## src/rtl/core/feq_div.sv

```systemverilog
// Pipelined restoring divider, one quotient bit per stage, with sideband.
// Depends on nothing; instantiated by the figure-eight generator top level.
module feq_div #(
	parameter int DEN_W  = 31,
	parameter int Q_W    = 32,
	parameter int SIDE_W = 1
) (
	input  logic              clk,
	input  logic              arst_n,
	input  logic              in_valid,
	input  logic [DEN_W-1:0]  in_rem,
	input  logic [DEN_W-1:0]  in_den,
	input  logic [Q_W-1:0]    in_num,
	input  logic [SIDE_W-1:0] in_side,
	output logic              out_valid,
	output logic [Q_W-1:0]    out_quo,
	output logic [DEN_W-1:0]  out_rem,
	output logic [SIDE_W-1:0] out_side
);

	logic              vld_s  [0:Q_W];
	logic [DEN_W-1:0]  rem_s  [0:Q_W];
	logic [DEN_W-1:0]  den_s  [0:Q_W];
	logic [Q_W-1:0]    nq_s   [0:Q_W];
	logic [SIDE_W-1:0] side_s [0:Q_W];

	// Feed the first stage straight from the inputs
	always_comb begin
		vld_s[0]  = in_valid;
		rem_s[0]  = in_rem;
		den_s[0]  = in_den;
		nq_s[0]   = in_num;
		side_s[0] = in_side;
	end

	// One quotient bit per stage: numerator bits leave at the top, quotient bits enter below
	for (genvar j = 0; j < Q_W; j++) begin : g_stage
		logic [DEN_W:0] trial;
		logic [DEN_W:0] diff;
		logic           ge;

		always_comb begin
			trial = {rem_s[j], nq_s[j][Q_W-1]};
			diff  = trial - {1'b0, den_s[j]};
			ge    = trial >= {1'b0, den_s[j]};
		end

		always_ff @(posedge clk or negedge arst_n) begin
			if (!arst_n) begin
				vld_s[j+1] <= 1'b0;
			end else begin
				vld_s[j+1] <= vld_s[j];
			end
		end

		always_ff @(posedge clk) begin
			rem_s[j+1]  <= ge ? diff[DEN_W-1:0] : trial[DEN_W-1:0];
			den_s[j+1]  <= den_s[j];
			nq_s[j+1]   <= {nq_s[j][Q_W-2:0], ge};
			side_s[j+1] <= side_s[j];
		end
	end

	assign out_valid = vld_s[Q_W];
	assign out_quo   = nq_s[Q_W];
	assign out_rem   = rem_s[Q_W];
	assign out_side  = side_s[Q_W];

	// Remainder always ends below the divisor
	a_rem_below_den: assert property (@(posedge clk) disable iff (!arst_n)
		out_valid |-> (out_rem < den_s[Q_W]))
		else $error("divider remainder not below divisor");

	// A result leaves only for operands that entered the first stage earlier
	a_latency: assert property (@(posedge clk) disable iff (!arst_n)
		out_valid |-> $past(in_valid, Q_W))
		else $error("divider result without matching operands");

endmodule

```

## config.mk

```make
export PLATFORM = sky130hd
export DESIGN_NAME = feq_div
export DESIGN_NICKNAME = d
export VERILOG_FILES = /design/src/rtl/core/feq_div.sv
export SDC_FILE = /design/constraint.sdc
export NUM_CORES = 2
export LEC_CHECK = 0
export BUFFER_PORTS_ARGS = -buffer_cell sky130_fd_sc_hd__buf_4
export CORE_UTILIZATION = 63
export DETAILED_ROUTE_END_ITERATION = 16
export HOLD_SLACK_MARGIN = 0.08
export PLACE_DENSITY = 0.8
export SYNTH_ARGS = -nofsm -noshare
export SYNTH_HDL_FRONTEND = slang
export SYNTH_SLANG_ARGS = --single-unit
```

## constraint.sdc

```tcl
create_clock -name clk -period 3.55 [get_ports clk]
set_input_delay 0.355 -clock clk [delete_from_list [all_inputs] [get_ports clk]]
set_output_delay 0.355 -clock clk [all_outputs]
set_load 0.005 [all_outputs]
```

Word-level counts from Yosys, hierarchy flattened --
Cells that the tools add are included.
Word-level totals: flip-flop bits (word level) 3041, bits of input ports 98, output and inout port bits 65, logic and storage cells 255
Operators by class: add/subtract/negate cells 32, magnitude comparators 32, mux-type cells 32
Operator list (number):
- $ge 32x31->1 | 32
- $mux 31 | 32
- $sub 31x31->31 | 32

Logic depth before layout (Yosys ltp) --
word-level depth 2, mapped depth 15, mapped depth without buffers 14

Worst setup path after synthesis --
No wires, ideal clock.
path kind input to register, start point input in_num[31], end point register rem_s (netlist bit g_stage[1].trial[11]), setup time 0.121 ns, arrival 3.135 ns, data required time 3.429 ns, path slack 0.294 ns, stages 13, buffers on the path 1, cells stage by stage inv_1 > ha_1 > fa_1 > nand2b_1 > a21boi_0 > o21ai_0 > a21oi_1 > a21oi_1 > o21ai_1 > a21oi_1 > o311ai_1 > buf_2 > mux2_2
Between the ends: word-level cells in the longest chain between the ends 2
Ends and longest elaborated chain:
- start, declared | RTL line 13 | input logic [Q_W-1:0] in_num,
- $sub 31x31->31 or $ge 32x31->1 (tied branches) | RTL line 44, 45
- $mux 31 * | RTL line 57 | rem_s[j+1] <= ge ? diff[DEN_W-1:0] : trial[DEN_W-1:0];
- end signal, assigned by index | RTL line 57
- end, declared | RTL line 22 | logic [DEN_W-1:0] rem_s [0:Q_W];
Mark *: on every way between the ends. The rest lies on a longest branch, timed or not.

Final worst setup path --
start point register den_s[930] (netlist name), end point register rem_s (netlist bit g_stage[3].trial[8])
Between the ends: word-level cells in the longest chain between the ends 2
Ends and longest elaborated chain:
- start, declared | RTL line 23 | logic [DEN_W-1:0] den_s [0:Q_W];
- start signal, assigned by index | RTL line 58 | den_s[j+1] <= den_s[j];
- $sub 31x31->31 or $ge 32x31->1 (tied branches) | RTL line 44, 45
- $mux 31 * | RTL line 57
Marks and branches as above.

==> results.sh <==
export IMPL_outcome="complete, no violations"
export IMPL_yosysSeqAreaShare=0.488
export IMPL_cts_sinks=3041
export IMPL_rows=163
export IMPL_yosys_register_bits=3041
export IMPL_synth_nets=14100
export IMPL_fin_skew_ns=0.0629
export IMPL_cts_buffer_depth=4
export IMPL_regToRegStartpoint="den_s[930]$_DFF_P_"
export IMPL_cp_end_kind="flop"
export IMPL_synthesis_area_mm2=0.125
export IMPL_arrival_ns=4.30
export IMPL_startpoint="den_s[930]$_DFF_P_"
export IMPL_io_pins=163
export IMPL_drv_cap=0
export IMPL_cp_slowest_cell="or4b_4"
export IMPL_insertion_delay_ns=0.95
export IMPL_tritoncts="done"
export IMPL_hpwl_um=225000
export IMPL_gp_congestion=0.937
export IMPL_fmax_mhz=286
export IMPL_cp_start_kind="flop"
export IMPL_period_share=0.985
export IMPL_antenna_found_initial=13
export IMPL_dr_pass1_iters=8
export IMPL_root_buffer="clkbuf_16"
export IMPL_max_stage_delay_ns=0.54
export IMPL_grt_pass1_wl_um=485000
export IMPL_synth_edf_count=0
export IMPL_fin_ws_ns=0.0541
export IMPL_ir_drop_v=0.000658
export IMPL_num_vias=93300
export IMPL_rsz0062_at_grt="true"
export IMPL_grt_max_degree=64
export IMPL_portBuffers=162
export IMPL_p_per_area_mw_per_mm2=1080
export IMPL_drt_iter0_drc=6370
export IMPL_timing_final_crit_period_ns=3.50
export IMPL_hold_class="in2reg"
export IMPL_n_fill_cell=14400
export IMPL_synthFlopType="dfxtp_1"
export IMPL_hold_viol_final=0
export IMPL_worstSetupEndpoint="g_stage[3].trial[8]$_DFF_P_"
export IMPL_yosys_warnings=0
export IMPL_detail_route_antenna_nets=0
export IMPL_cts_buffers=311
export IMPL_path_cells="ha_1 > fa_1 > nor2b_4 > o21ai_2 > a21boi_1 > o21a_1 > o41a_4 > o41ai_2 > buf_4 > o41ai_1 > or4b_4 > buf_12 > mux2_4"
export IMPL_seq_area_mm2=0.0610
export IMPL_critPathMaxFanout=26
export IMPL_ff2ff_path_depth=13
export IMPL_synth_distinct_cells=97
export IMPL_fin_util=0.726
export IMPL_area_growth_pct=14.4
export IMPL_start_util=0.634
export IMPL_leakagePower_nw=66.4
export IMPL_totalWireLength_um=308000
export IMPL_timing_rr_end="g_stage[3].trial[8]$_DFF_P_"
export IMPL_dieArea_mm2=0.200
export IMPL_path_class="reg2reg"
export IMPL_htree_levels=5
export IMPL_die_w_um=448
export IMPL_final_setup_viol_count=0
export IMPL_core_area_mm2=0.197
export IMPL_routed_via_density=5.69
export IMPL_slew_headroom=0.486
export IMPL_drive_gt1_frac=0.0955
export IMPL_grt_pass1_vias=93600
export IMPL_final_cell_mix="3,007 x dfxtp_1, 1,283 x inv_1, 1,014 x a21oi_1, 991 x ha_1, 967 x nand2_1"
export IMPL_multi_input_comb_area_mm2=0.0584
export IMPL_wl_per_cell_um=18.8
export IMPL_gr_usage_all_layers=0.300
export IMPL_clk_pin_slew_worst_paths_ns=0.06
export IMPL_drc=0
export IMPL_crit_required_ns=4.35
export IMPL_syn_inst=13000
export IMPL_num_nets_final=14600
export IMPL_avgSynthCellArea_um2=9.63
export IMPL_slew_violations=0
export IMPL_final_common_cell="dfxtp_1"
export IMPL_async_flop_share=0.0105
export IMPL_dieHeight_um=448
export IMPL_grt_ovfl_total=0
export IMPL_dpl_worst_slack_ns=-0.167
export IMPL_worst_slew_pin_slew_ns=0.763
export IMPL_ff2ff_setup_slack_ns=0.05
==> metrics by stage <==
stage / setup TNS [ns] / power (mW) / hold WS [ns] / cells / instance area [um2]
2_1_floorplan: 0 / 100 / 0.0594 / 13000 / 125000
3_3_place_gp: -0.0328 / 117 / 0.296 / 15600 / 130000
3_5_place_dp: -0.266 / 119 / 0.312 / 15600 / 130000
4_1_cts: 0 / 154 / 0.0828 / 16400 / 142000
5_1_grt: -0.410 / 165 / 0.129 / 16400 / 143000
6_report: 0 / 155 / 0.148 / 16400 / 143000
==> worst max-delay path: cells and delay by family, from the launching register on <==
| kind | cells | cell delay, ns |
|---|---|---|
| and+or+nand+nor | 2 | 0.60 |
| adders and majority gates | 2 | 0.54 |
| AOI/OAI and AO/OA | 6 | 1.16 |
| buffers and inverters | 2 | 0.39 |
| DFF | 1 | 0.37 |
| muxes | 1 | 0.30 |
==> synthesized netlist by cell type (all sizes together) (21+ instances only) <==
| cell | instances | area [um2] |
|---|---|---|
| a2111oi | 34 | 329 |
| nand4 | 165 | 1030 |
| a211oi | 81 | 613 |
| nor3 | 127 | 636 |
| a21o | 540 | 4050 |
| or3 | 50 | 313 |
| inv | 1286 | 4830 |
| xor2 | 346 | 3030 |
| and4 | 23 | 201 |
| o21a | 129 | 968 |
| ha | 992 | 12400 |
| xnor2 | 465 | 4070 |
| a221oi | 24 | 223 |
| nor2b | 144 | 908 |
| dfxtp | 3009 | 60200 |
| nand2 | 969 | 3640 |
| and2 | 48 | 300 |
| or2 | 40 | 250 |
| o21ai | 941 | 4710 |
| and3 | 94 | 588 |
| a21oi | 1032 | 5160 |
| fa | 32 | 641 |
| a31o | 26 | 228 |
| nor2 | 663 | 2490 |
| o31a | 24 | 210 |
| o31ai | 96 | 734 |
| nand3 | 188 | 941 |
| o21bai | 130 | 976 |
| nor3b | 24 | 180 |
| nand2b | 148 | 926 |
| nor4 | 21 | 138 |
| a21boi | 44 | 330 |
| o211ai | 56 | 425 |
| a31oi | 115 | 719 |
| buf | 91 | 571 |
| mux2 | 243 | 2770 |
| dfrtp | 32 | 801 |
| clkbuf | 228 | 856 |
==> logic make-up (layout without fill, tap and decap cells) <==
group           after synthesis  after routing  share of synthesized area
simple gates               2761           2761                      0.104
flops                      3041           3041                      0.488
other cells                   0              6                          0
buf+inv                    1605           2360                     0.0500
fa+ha+maj                  1024           1024                      0.104
mux                         260            260                     0.0235
compound gates             3485           3488                      0.174
xor+xnor                    811            811                     0.0568
==> sequential cells by signal (all words and copies together) (netlist names) <==
register	count
vld_s	31
nq_s	961
out_quo	32
out_valid	1
side_s	31
den_s	961
out_rem	31
g_stage.trial	992
out_side	1
==> routing by layer <==
| metal | up-vias | track usage | share of wire |
|---|---|---|---|
| met5 | - | 0 | 0.00012 |
| met4 | 6 | 0.123 | 0.040 |
| met3 | 861 | 0.0451 | 0.052 |
| met2 | 2783 | 0.538 | 0.50 |
| met1 | 43800 | 0.357 | 0.41 |
| li1 | 45800 | - | - |
==> worst min path at each step <==
stage                          start             endpoint  slack, ns  cells past startpoint
after global placement        arst_n   vld_s[4]$_DFF_PN0_       0.30                      1
final                     in_num[18]   nq_s[1011]$_DFF_P_       0.15                      2
after detailed placement      arst_n   vld_s[3]$_DFF_PN0_       0.31                      1
after global routing        in_valid  vld_s[31]$_DFF_PN0_       0.13                      2
after CTS                 in_num[18]   nq_s[1011]$_DFF_P_       0.08                      2
after floorplan               arst_n  out_valid$_DFF_PN0_       0.06                      0
==> cell type report <==
type	count	area share
Antenna cell	6	0.000105
Clock buffer	394	0.0608
Clock inverter	148	0.0131
Inverter	1286	0.0337
Multi-Input combinational cell	8344	0.408
Sequential cell	3041	0.426
Tap cell	2640	0.0231
Timing Repair Buffer	532	0.0346
==> report_power, final <==
group	leakage (nW)	internal, mW	switching, mW
clock network	5.14	20.0	13.4
registers	25.7	44.7	6.23
logic	35.5	31.4	39.2
total	66.4	96.1	58.8
==> repair_timing <==
| action | 4_1_cts | 5_1_grt |
|---|---|---|
| resized for setup | 9 | 101 |
| pin swaps | 0 | 21 |
| endpoints found under the setup margin | 63 | 362 |
| endpoints found under the hold margin | 128 | 0 |
| gates cloned | 1 | 9 |
| hold buffers | 176 | 0 |
| setup buffers | 0 | 26 |
No activity file was read; power rests on OpenSTA's default activity.
